$ cat config.mk
export PLATFORM = sky130hd
export DESIGN_NAME = diag_block_link_engine
export DESIGN_NICKNAME = d
export VERILOG_FILES = /design/src/design/dble_pkg.sv /design/src/design/diag_block_link_engine.sv
export SDC_FILE = /design/constraint.sdc
export NUM_CORES = 1
export LEC_CHECK = 0
export BUFFER_PORTS_ARGS = -buffer_cell sky130_fd_sc_hd__buf_2
export CORE_UTILIZATION = 31
export CTS_CLUSTER_DIAMETER = 60
export DETAILED_ROUTE_END_ITERATION = 8
export SLEW_MARGIN = 20
export SYNTH_ARGS = -nofsm -noshare
export SYNTH_HDL_FRONTEND = slang
export SYNTH_SLANG_ARGS = --single-unit
$ cat constraint.sdc
create_clock -name clk -period 5.9 [get_ports clk]
set_clock_uncertainty 0.1 [all_clocks]
set_input_delay 0.295 -clock clk [delete_from_list [all_inputs] [get_ports clk]]
set_output_delay 0.295 -clock clk [all_outputs]
set_load 0.05 [all_outputs]
$ cat src/design/dble_pkg.sv
// ----------------------------------------------------------------------------
// Diagnostic block link engine package
// Shared types, codes and sizes for the block link engine.
// ----------------------------------------------------------------------------
`timescale 1ns / 1ps
`default_nettype none

package dble_pkg;

  // Receive buffer size in bytes; overflow is flagged when the count reaches it.
  localparam int RX_BUFFER_BYTES = 64;
  localparam logic [8:0] RX_FULL_COUNT = 9'(RX_BUFFER_BYTES);

  localparam logic [7:0] END_MARK = 8'h03;
  localparam logic [7:0] MIN_LENGTH = 8'h03;
  localparam logic [7:0] ALL_ONES = 8'hFF;

  // Result queue.
  localparam int QUEUE_DEPTH = 4;
  localparam int QPTR_W = $clog2(QUEUE_DEPTH);
  localparam int QCNT_W = $clog2(QUEUE_DEPTH + 1);

  typedef enum logic [2:0] {
    FUNC_RX_START  = 3'd0,
    FUNC_HOST_BYTE = 3'd1,
    FUNC_LINE_BYTE = 3'd2,
    FUNC_TIMEOUT   = 3'd3,
    FUNC_NEW_CONN  = 3'd4
  } func_t;

  typedef enum logic [1:0] {
    ACT_DRIVE    = 2'd0,
    ACT_RX_BYTE  = 2'd1,
    ACT_TX_BYTE  = 2'd2,
    ACT_FINISHED = 2'd3
  } action_t;

  typedef enum logic [2:0] {
    ST_OK         = 3'd0,
    ST_TIMEOUT    = 3'd1,
    ST_BAD_ECHO   = 3'd2,
    ST_BAD_COMPL  = 3'd3,
    ST_BAD_LENGTH = 3'd4,
    ST_BAD_END    = 3'd5,
    ST_OVERFLOW   = 3'd6
  } status_t;

  typedef enum logic [5:0] {
    MODE_IDLE     = 6'b000001,
    MODE_RX_BYTE  = 6'b000010,
    MODE_RX_ECHO  = 6'b000100,
    MODE_TX_READY = 6'b001000,
    MODE_TX_ECHO  = 6'b010000,
    MODE_TX_COMPL = 6'b100000
  } mode_t;

  typedef struct packed {
    logic [1:0] action;
    logic [7:0] line_byte;
    logic [7:0] byte_index;
    logic [2:0] status;
    logic       last;
  } result_t;

  function automatic result_t make_result(action_t act, logic [7:0] lb,
                                          logic [7:0] idx, status_t st,
                                          logic lst);
    result_t r;
    r.action     = act;
    r.line_byte  = lb;
    r.byte_index = idx;
    r.status     = st;
    r.last       = lst;
    return r;
  endfunction

  // A finish beat carries zero byte and index and always closes the item.
  function automatic result_t finish_result(status_t st);
    return make_result(ACT_FINISHED, 8'h00, 8'h00, st, 1'b1);
  endfunction

endpackage

`default_nettype wire

$ cat src/design/diag_block_link_engine.sv
// ----------------------------------------------------------------------------
// Diagnostic block link engine
// Block layer of a single-wire diagnostic link with per-byte complement
// handshake, receive and send directions.
// ----------------------------------------------------------------------------
// The engine takes one event beat per clock cycle (start receive, host byte,
// line byte, timeout, new connection) and updates its link state in that same
// cycle; the result beats an event causes (none, one or two) are written into
// a four-entry result queue that feeds the output channel, one beat per cycle while out_stall is low.
// in_stall rises while three or more results are still queued, so the input
// runs at one event per cycle as long as the output drains at the same rate;
// an event that yields two results (a finish after a byte) needs two output
// beats, and the queue depth sets how much of that the input can run ahead.
// Every beat except an ignored or silent one ends with a result whose last
// bit is set. There is no configuration port and no start-up sweep.
`timescale 1ns / 1ps
`default_nettype none

module diag_block_link_engine
  import dble_pkg::*;
(
  input  wire logic       clk,
  input  wire logic       rst,
  // event channel
  input  wire logic       in_valid,
  output logic            in_stall,
  input  wire logic [2:0] func,
  input  wire logic [7:0] data,
  // result channel
  output logic            out_valid,
  input  wire logic       out_stall,
  output logic [1:0]      action,
  output logic [7:0]      line_byte,
  output logic [7:0]      byte_index,
  output logic [2:0]      status,
  output logic            last
);

  // Link state.
  mode_t      link_mode, link_mode_next;
  logic [7:0] rx_count, rx_count_next;
  logic [7:0] bytes_left, bytes_left_next;
  logic [7:0] block_counter, block_counter_next;
  logic       first_block, first_block_next;
  logic [7:0] pending_byte, pending_byte_next;
  logic [7:0] tx_length, tx_length_next;
  logic [7:0] tx_position, tx_position_next;

  // Results of the current event.
  result_t    res0, res1;
  logic [1:0] res_count;

  // Working values of the event logic.
  logic       in_fire;
  logic       do_take;
  logic [7:0] take_byte;
  logic [8:0] take_count;
  logic [7:0] take_left;
  logic [7:0] tx_len_sel, tx_pos_sel, tx_cnt_sel, tx_byte;
  logic [7:0] data_inv, pending_inv;

  assign in_fire     = in_valid && !in_stall;
  assign data_inv    = data ^ ALL_ONES;
  assign pending_inv = pending_byte ^ ALL_ONES;

  always_comb begin
    link_mode_next     = link_mode;
    rx_count_next      = rx_count;
    bytes_left_next    = bytes_left;
    block_counter_next = block_counter;
    first_block_next   = first_block;
    pending_byte_next  = pending_byte;
    tx_length_next     = tx_length;
    tx_position_next   = tx_position;
    res0               = '0;
    res1               = '0;
    res_count          = 2'd0;
    do_take            = 1'b0;
    take_byte          = data;
    take_count         = {1'b0, rx_count} + 9'd1;
    take_left          = bytes_left;

    // A send block starts from idle with its length byte; later bytes come
    // while the engine waits for the host.
    tx_len_sel = (link_mode == MODE_IDLE) ? data : tx_length;
    tx_pos_sel = (link_mode == MODE_IDLE) ? 8'h00 : tx_position;
    tx_cnt_sel = (link_mode == MODE_IDLE) ? block_counter + 8'd1 : block_counter;
    if (tx_pos_sel == tx_len_sel) begin
      tx_byte = END_MARK;
    end else if (tx_pos_sel == 8'd1) begin
      tx_byte = tx_cnt_sel;
    end else begin
      tx_byte = data;
    end

    case (func)
      FUNC_RX_START: begin
        rx_count_next   = 8'h00;
        bytes_left_next = 8'h01;
        link_mode_next  = MODE_RX_BYTE;
      end
      FUNC_HOST_BYTE: begin
        if (link_mode inside {MODE_IDLE, MODE_TX_READY}) begin
          tx_length_next     = tx_len_sel;
          tx_position_next   = tx_pos_sel;
          block_counter_next = tx_cnt_sel;
          pending_byte_next  = tx_byte;
          link_mode_next     = MODE_TX_ECHO;
          res0      = make_result(ACT_DRIVE, tx_byte, tx_pos_sel, ST_OK, 1'b1);
          res_count = 2'd1;
        end
      end
      FUNC_LINE_BYTE: begin
        case (link_mode)
          MODE_RX_BYTE: begin
            if (rx_count == 8'h00 || bytes_left > 8'h01) begin
              // Answer with the complement and wait for its echo.
              pending_byte_next = data_inv;
              link_mode_next    = MODE_RX_ECHO;
              res0      = make_result(ACT_DRIVE, data_inv, rx_count, ST_OK, 1'b1);
              res_count = 2'd1;
            end else if (data != END_MARK) begin
              res0           = finish_result(ST_BAD_END);
              res_count      = 2'd1;
              link_mode_next = MODE_IDLE;
            end else begin
              do_take   = 1'b1;
              take_byte = data;
            end
          end
          MODE_RX_ECHO: begin
            if (data != pending_byte) begin
              res0           = finish_result(ST_BAD_ECHO);
              res_count      = 2'd1;
              link_mode_next = MODE_IDLE;
            end else begin
              do_take   = 1'b1;
              take_byte = pending_inv;
            end
          end
          MODE_TX_ECHO: begin
            if (data != pending_byte) begin
              res0           = finish_result(ST_BAD_ECHO);
              res_count      = 2'd1;
              link_mode_next = MODE_IDLE;
            end else if (tx_position == tx_length) begin
              // The end marker gets no complement: the block is done.
              res0 = make_result(ACT_TX_BYTE, pending_byte, tx_position, ST_OK, 1'b0);
              res1           = finish_result(ST_OK);
              res_count      = 2'd2;
              link_mode_next = MODE_IDLE;
            end else begin
              link_mode_next = MODE_TX_COMPL;
            end
          end
          MODE_TX_COMPL: begin
            if (data != pending_inv) begin
              res0           = finish_result(ST_BAD_COMPL);
              res_count      = 2'd1;
              link_mode_next = MODE_IDLE;
            end else begin
              res0 = make_result(ACT_TX_BYTE, pending_byte, tx_position, ST_OK, 1'b1);
              res_count        = 2'd1;
              tx_position_next = tx_position + 8'd1;
              link_mode_next   = MODE_TX_READY;
            end
          end
          default: begin
          end
        endcase
      end
      FUNC_TIMEOUT: begin
        if (link_mode != MODE_IDLE) begin
          res0           = finish_result(ST_TIMEOUT);
          res_count      = 2'd1;
          link_mode_next = MODE_IDLE;
        end
      end
      FUNC_NEW_CONN: begin
        first_block_next = 1'b1;
        link_mode_next   = MODE_IDLE;
      end
      default: begin
      end
    endcase

    // A received byte that has passed its handshake is stored, reported and
    // checked against length, buffer size and the end of the block.
    if (do_take) begin
      rx_count_next = take_count[7:0];
      res0 = make_result(ACT_RX_BYTE, take_byte, rx_count, ST_OK, 1'b0);
      if (take_count >= RX_FULL_COUNT) begin
        res1           = finish_result(ST_OVERFLOW);
        res_count      = 2'd2;
        link_mode_next = MODE_IDLE;
      end else if (take_count == 9'd1 && take_byte < MIN_LENGTH) begin
        res1           = finish_result(ST_BAD_LENGTH);
        res_count      = 2'd2;
        link_mode_next = MODE_IDLE;
      end else begin
        if (take_count == 9'd1) begin
          take_left = take_byte;
        end else begin
          if (take_count == 9'd2) begin
            if (first_block) begin
              block_counter_next = take_byte;
              first_block_next   = 1'b0;
            end else begin
              block_counter_next = block_counter + 8'd1;
            end
          end
          take_left = bytes_left - 8'd1;
        end
        bytes_left_next = take_left;
        if (take_left == 8'h00) begin
          res1           = finish_result(ST_OK);
          res_count      = 2'd2;
          link_mode_next = MODE_IDLE;
        end else begin
          res0.last      = 1'b1;
          res_count      = 2'd1;
          link_mode_next = MODE_RX_BYTE;
        end
      end
    end
  end

  always_ff @(posedge clk) begin
    if (rst) begin
      link_mode     <= MODE_IDLE;
      rx_count      <= 8'h00;
      bytes_left    <= 8'h01;
      block_counter <= 8'h00;
      first_block   <= 1'b1;
      pending_byte  <= 8'h00;
      tx_length     <= 8'h00;
      tx_position   <= 8'h00;
    end else if (in_fire) begin
      link_mode     <= link_mode_next;
      rx_count      <= rx_count_next;
      bytes_left    <= bytes_left_next;
      block_counter <= block_counter_next;
      first_block   <= first_block_next;
      pending_byte  <= pending_byte_next;
      tx_length     <= tx_length_next;
      tx_position   <= tx_position_next;
    end
  end

  // Result queue: up to two beats are written per event, one is read per cycle unless out_stall holds it.
  result_t           queue [QUEUE_DEPTH];
  logic [QPTR_W-1:0] wr_ptr, rd_ptr;
  logic [QCNT_W-1:0] q_count;
  logic [1:0]        push_count;
  logic              pop;

  assign push_count = in_fire ? res_count : 2'd0;
  assign out_valid  = (q_count != '0);
  assign pop        = out_valid && !out_stall;
  // Room for two results must be left before an event is taken.
  assign in_stall   = (q_count > QCNT_W'(QUEUE_DEPTH - 2));

  always_ff @(posedge clk) begin
    if (rst) begin
      wr_ptr  <= '0;
      rd_ptr  <= '0;
      q_count <= '0;
    end else begin
      wr_ptr  <= wr_ptr + QPTR_W'(push_count);
      rd_ptr  <= rd_ptr + QPTR_W'(pop);
      q_count <= q_count + QCNT_W'(push_count) - QCNT_W'(pop);
    end
  end

  always_ff @(posedge clk) begin
    if (push_count != 2'd0) begin
      queue[wr_ptr] <= res0;
    end
    if (push_count == 2'd2) begin
      queue[wr_ptr + QPTR_W'(1)] <= res1;
    end
  end

  assign action     = queue[rd_ptr].action;
  assign line_byte  = queue[rd_ptr].line_byte;
  assign byte_index = queue[rd_ptr].byte_index;
  assign status     = queue[rd_ptr].status;
  assign last       = queue[rd_ptr].last;

  // The result queue never holds more than its depth.
  a_queue_bound: assert property (@(posedge clk) disable iff (rst)
    q_count <= QCNT_W'(QUEUE_DEPTH))
    else $error("result queue count beyond depth");

  // A timeout taken while busy always returns the link to idle.
  a_timeout_idle: assert property (@(posedge clk) disable iff (rst)
    (in_fire && func == FUNC_TIMEOUT && link_mode != MODE_IDLE)
      |=> link_mode == MODE_IDLE)
    else $error("timeout did not end the operation");

  // Once a receive is under way, more bytes are always expected.
  a_rx_left: assert property (@(posedge clk) disable iff (rst)
    (link_mode == MODE_RX_BYTE && rx_count != 8'h00) |-> bytes_left != 8'h00)
    else $error("receive waiting with no bytes left");

  // A send never runs past its length byte.
  a_tx_bound: assert property (@(posedge clk) disable iff (rst)
    (link_mode == MODE_TX_READY || link_mode == MODE_TX_ECHO ||
     link_mode == MODE_TX_COMPL) |-> tx_position <= tx_length)
    else $error("send position past block length");

endmodule

`default_nettype wire

==> Implementation_results.wiki <==
{| class="wikitable"
! Metric !! Value
|-
| Result of the run || completed
|-
| Static Leak || 3.829 nW
|-
| Finished Layout Cells || 1,395
|-
| Storage cell area || 0.003203 sq mm
|-
| Post-synth EDFFs || 20
|-
| Row count || 61
|-
| Filler instances || 2,960
|-
| Hold Crit Endpoint || tx_length[5]
|-
| Maximum clock frequency || 225.8 MHz
|-
| Number of cells after detailed placement || 1,363
|-
| Synth Net Count || 1,035
|-
| Ratio of total power to cell area || 284.9 mW/mm^2
|-
| Post-synth top area share || 29.04%
|-
| Number of max-capacitance violations reported || 0
|-
| Crit Reg-Reg Endpoint || q_count[2]
|-
| Slew HR || 36.38%
|-
| Sum of internal, switching and leakage power || 2.841 mW
|-
| Maximum number of pins on one net before global-route repair || 59
|-
| CTS tree || done
|-
| Number of synthesis warnings || 0
|-
| RSZ-0062 raised after global routing || false
|-
| Post-Synth XOR/XNOR Area || 3.071%
|-
| Data required time at the worst endpoint || 6.10 ns
|-
| Total negative slack for setup checks || 0 ns
|-
| Synthesized-area fraction occupied by ao, oa, aoi and oai cells || 16.89%
|-
| Most common flop cell mapped by yosys || sky130_fd_sc_hd__dfxtp_1
|-
| Antenna viol nets, final || 0
|-
| Global placer's final weighted congestion || 0.9357
|-
| Number of H-tree levels || 4
|-
| Finished Core Util || 35.50%
|-
| Final #Nets || 1,033
|-
| # IOs || 39
|-
| Initial detailed-routing violation count || 601
|-
| CTS root buffer || sky130_fd_sc_hd__clkbuf_16
|-
| Tcrit/Tclk final || 75.05%
|-
| Hold Path Class || input port to register
|-
| Share of final-layout standard cells stronger than drive strength 1 || 17.31%
|-
| Gate Count Post-Synth || 1,006
|-
| FF-to-FF path depth || 12
|-
| Number of endpoints with negative hold slack in the final report || 0
|-
| Aggregate global routing overflow || 0
|-
| Average routed wire per standard cell || 19.16 um
|-
| Initial cell density of the core || 31.91%
|-
| Actual slew at the worst max-slew pin || 0.9512 ns
|-
| Post-Synthesis Mean Instance Area || 8.909 sq um
|-
| Number of port buffers || 38
|-
| Launch point of the worst hold path || data[5]
|-
| Multiplexer share of the synthesized area || 11.99%
|-
| Setup-violating endpoint count in the final report || 0
|-
| WP data arrival || 4.63 ns
|-
| Die W || 172.0 um
|-
| Hold buffers post-CTS || 0
|-
| DR vias/cell || 5.492
|-
| Post-CTS Setup Repair Bufs || 0
|-
| Final Max Slew Viols || 0
|-
| Worst setup EP type || register
|-
| Routed wire length || 26,720 um
|-
| Area used by multi-input combinational logic || 0.005311 sq mm
|-
| Register-to-register setup slack || 1.47 ns
|-
| Startpoint of the worst-slack reg-to-reg timing path || link_mode[4]
|-
| Die area || 0.02959 sq mm
|-
| Clock latency reported for the late side of the worst-skew pair || 0.44 ns
|-
| Clock Sinks || 150
|-
| Global-route total usage across every layer || 18.93%
|-
| Cells taking the most area after synthesis || sky130_fd_sc_hd__dfxtp_1 29%, sky130_fd_sc_hd__edfxtp_1 6.7%, sky130_fd_sc_hd__nor2_1 6.3%
|-
| Count of vias placed by the detailed router || 7,661
|-
| Worst hold slack || 0.08435 ns
|-
| Length of the first detailed-routing pass in iterations || 5
|-
| Unique masters post-synth || 91
|-
| Ys async rst share || 0%
|-
| Adder-cell area share of the yosys netlist || 2.038%
|-
| Maximum buffer depth of the clock tree || 2
|-
| Sequential cell area fraction in the yosys report || 35.74%
|-
| Maximum fanout along the worst path || 25
|-
| Largest area contributor in the synthesized netlist || sky130_fd_sc_hd__dfxtp_1
|-
| Number of register bits inferred by synthesis || 150
|-
| Total inserted antenna cells || 0
|-
| Layout Area Growth over Synthesis || 11.25%
|-
| Overall die height || 172.0 um
|-
| Type of element launching the critical path || register
|-
| Half-perimeter wire length after placement || 18,870 um
|-
| IR Drop Worst-Case VDD || 0.1928 mV
|-
| Remaining design rule violation count || 0
|-
| Post-Syn Area || 0.008962 sq mm
|-
| Gates resized, CTS repair || 0
|-
| Wire length of the first global-routing pass || 42,550 um
|-
| Number of global-route vias before repair || 7,315
|-
| Core footprint || 0.02809 sq mm
|-
| Crit Path Category || register to register
|-
| Simple-Gate Fraction of Synth Area || 25.12%
|-
| Combinational family with the most area after synthesis || simple AND/OR/NAND/NOR gates
|-
| Final Critical Period || 4.428 ns
|-
| Initial antenna violation count || 0
|-
| Total CTS buffers || 17
|-
| CTS clock-pin slew for the worst setup and hold paths || 0.07 ns
|-
| Cell count of the worst hold path || 3
|}
-- cell families (layout without fill, tap and decap cells) --
kind of cell,count (synthesis),after routing
compound gates,221,221
xor+xnor,28,28
fa+ha+maj,14,14
buf+inv,89,100
flops,150,150
mux,79,79
simple gates,425,425
-- worst max path at each step --
stage / start / depth (start not counted) / slack (ns) / endpoint
2_1_floorplan: data[4] / 18 / 2.23 / q_count[2]
3_3_place_gp: func[1] / 18 / 1.41 / q_count[2]
3_5_place_dp: func[1] / 18 / 1.33 / q_count[2]
4_1_cts: link_mode[4] / 12 / 1.47 / q_count[2]
5_1_grt: link_mode[4] / 16 / 1.17 / q_count[2]
6_report: link_mode[4] / 12 / 1.47 / q_count[2]
-- cell type report --
class	instances	area share, %
clock inverter	14	1.782
multi-input combinational	767	53.27
tap	378	4.743
inverter	16	0.6023
sequential	150	32.12
timing repair buffer	52	2.961
clock buffer	18	4.518
-- metal layers --
metal / wire [um] / vias up / global-route usage [%]
met4: 684 / 0 / 7.464
li1: - / 3682 / -
met5: 0 / - / 0
met1: 12310 / 3730 / 25.21
met3: 1124 / 37 / 2.449
met2: 12600 / 212 / 30.94
-- critical path, cell delays in order (launching register included) --
cell and delay (ns):
sky130_fd_sc_hd__dfxtp_1 0.42, sky130_fd_sc_hd__nor4_4 0.42, sky130_fd_sc_hd__nand3_1 0.22, sky130_fd_sc_hd__or3_1 0.73, sky130_fd_sc_hd__mux2_4 0.46, sky130_fd_sc_hd__a211oi_4 0.24, sky130_fd_sc_hd__and2_1 0.44, sky130_fd_sc_hd__a211o_1 0.19
sky130_fd_sc_hd__ha_1 0.25, sky130_fd_sc_hd__fa_1 0.44, sky130_fd_sc_hd__xnor2_1 0.19, sky130_fd_sc_hd__xnor2_1 0.14, sky130_fd_sc_hd__nor2_1 0.05
-- sequential cells by signal, summed over array words and instances, names as in the netlist --
name / count
link_mode: 6
bytes_left: 8
tx_length: 8
tx_position: 8
block_counter: 8
rx_count: 8
queue: 88
pending_byte: 8
q_count: 3
wr_ptr: 2
rd_ptr: 2
first_block: 1
-- stage by stage --
step / worst slack, ns / area, sq um
after floorplan: 2.233 / 8962
after global placement: 1.413 / 9343
after detailed placement: 1.334 / 9343
after CTS: 1.467 / 9971
after global routing: 1.172 / 9971
final: 1.472 / 9971
-- synth_stat cells, types with 16 or more instances --
cell type and number:
sky130_fd_sc_hd__a21oi_1 55, sky130_fd_sc_hd__buf_2 16, sky130_fd_sc_hd__clkbuf_1 36, sky130_fd_sc_hd__dfxtp_1 130, sky130_fd_sc_hd__edfxtp_1 20, sky130_fd_sc_hd__inv_1 16, sky130_fd_sc_hd__mux2i_1 53, sky130_fd_sc_hd__mux4_2 22
sky130_fd_sc_hd__nand2_1 63, sky130_fd_sc_hd__nand3_1 22, sky130_fd_sc_hd__nor2_1 151, sky130_fd_sc_hd__nor2b_1 19, sky130_fd_sc_hd__nor3_1 49, sky130_fd_sc_hd__nor3_2 25, sky130_fd_sc_hd__o21ai_0 54, sky130_fd_sc_hd__or3_1 16
-- cells in the final DEF (no fill, tap or decap), drive strengths merged, types with 4 or more instances in the layout --
cell,count
a211o,8
a211oi,9
a21o,5
a21oi,58
a22o,11
a22oi,6
a311oi,4
and2,8
and3,14
and4,4
buf,52
clkbuf,18
dfxtp,130
edfxtp,20
ha,13
inv,24
mux2,4
mux2i,53
mux4,22
nand2,63
nand3,22
nand4,9
nor2,153
nor2b,19
nor3,76
nor4,13
nor4b,5
o2111ai,4
o21ai,60
o21bai,6
o22ai,10
or2,9
or3,18
xnor2,17
xor2,11
-- where the power goes --
part	total (mW)	switching, mW	internal (mW)
combinational	0.574	0.382	0.192
sequential	1.09	0.0281	1.06
clock	1.17	0.505	0.669
Power figures use the tool's default switching activity.
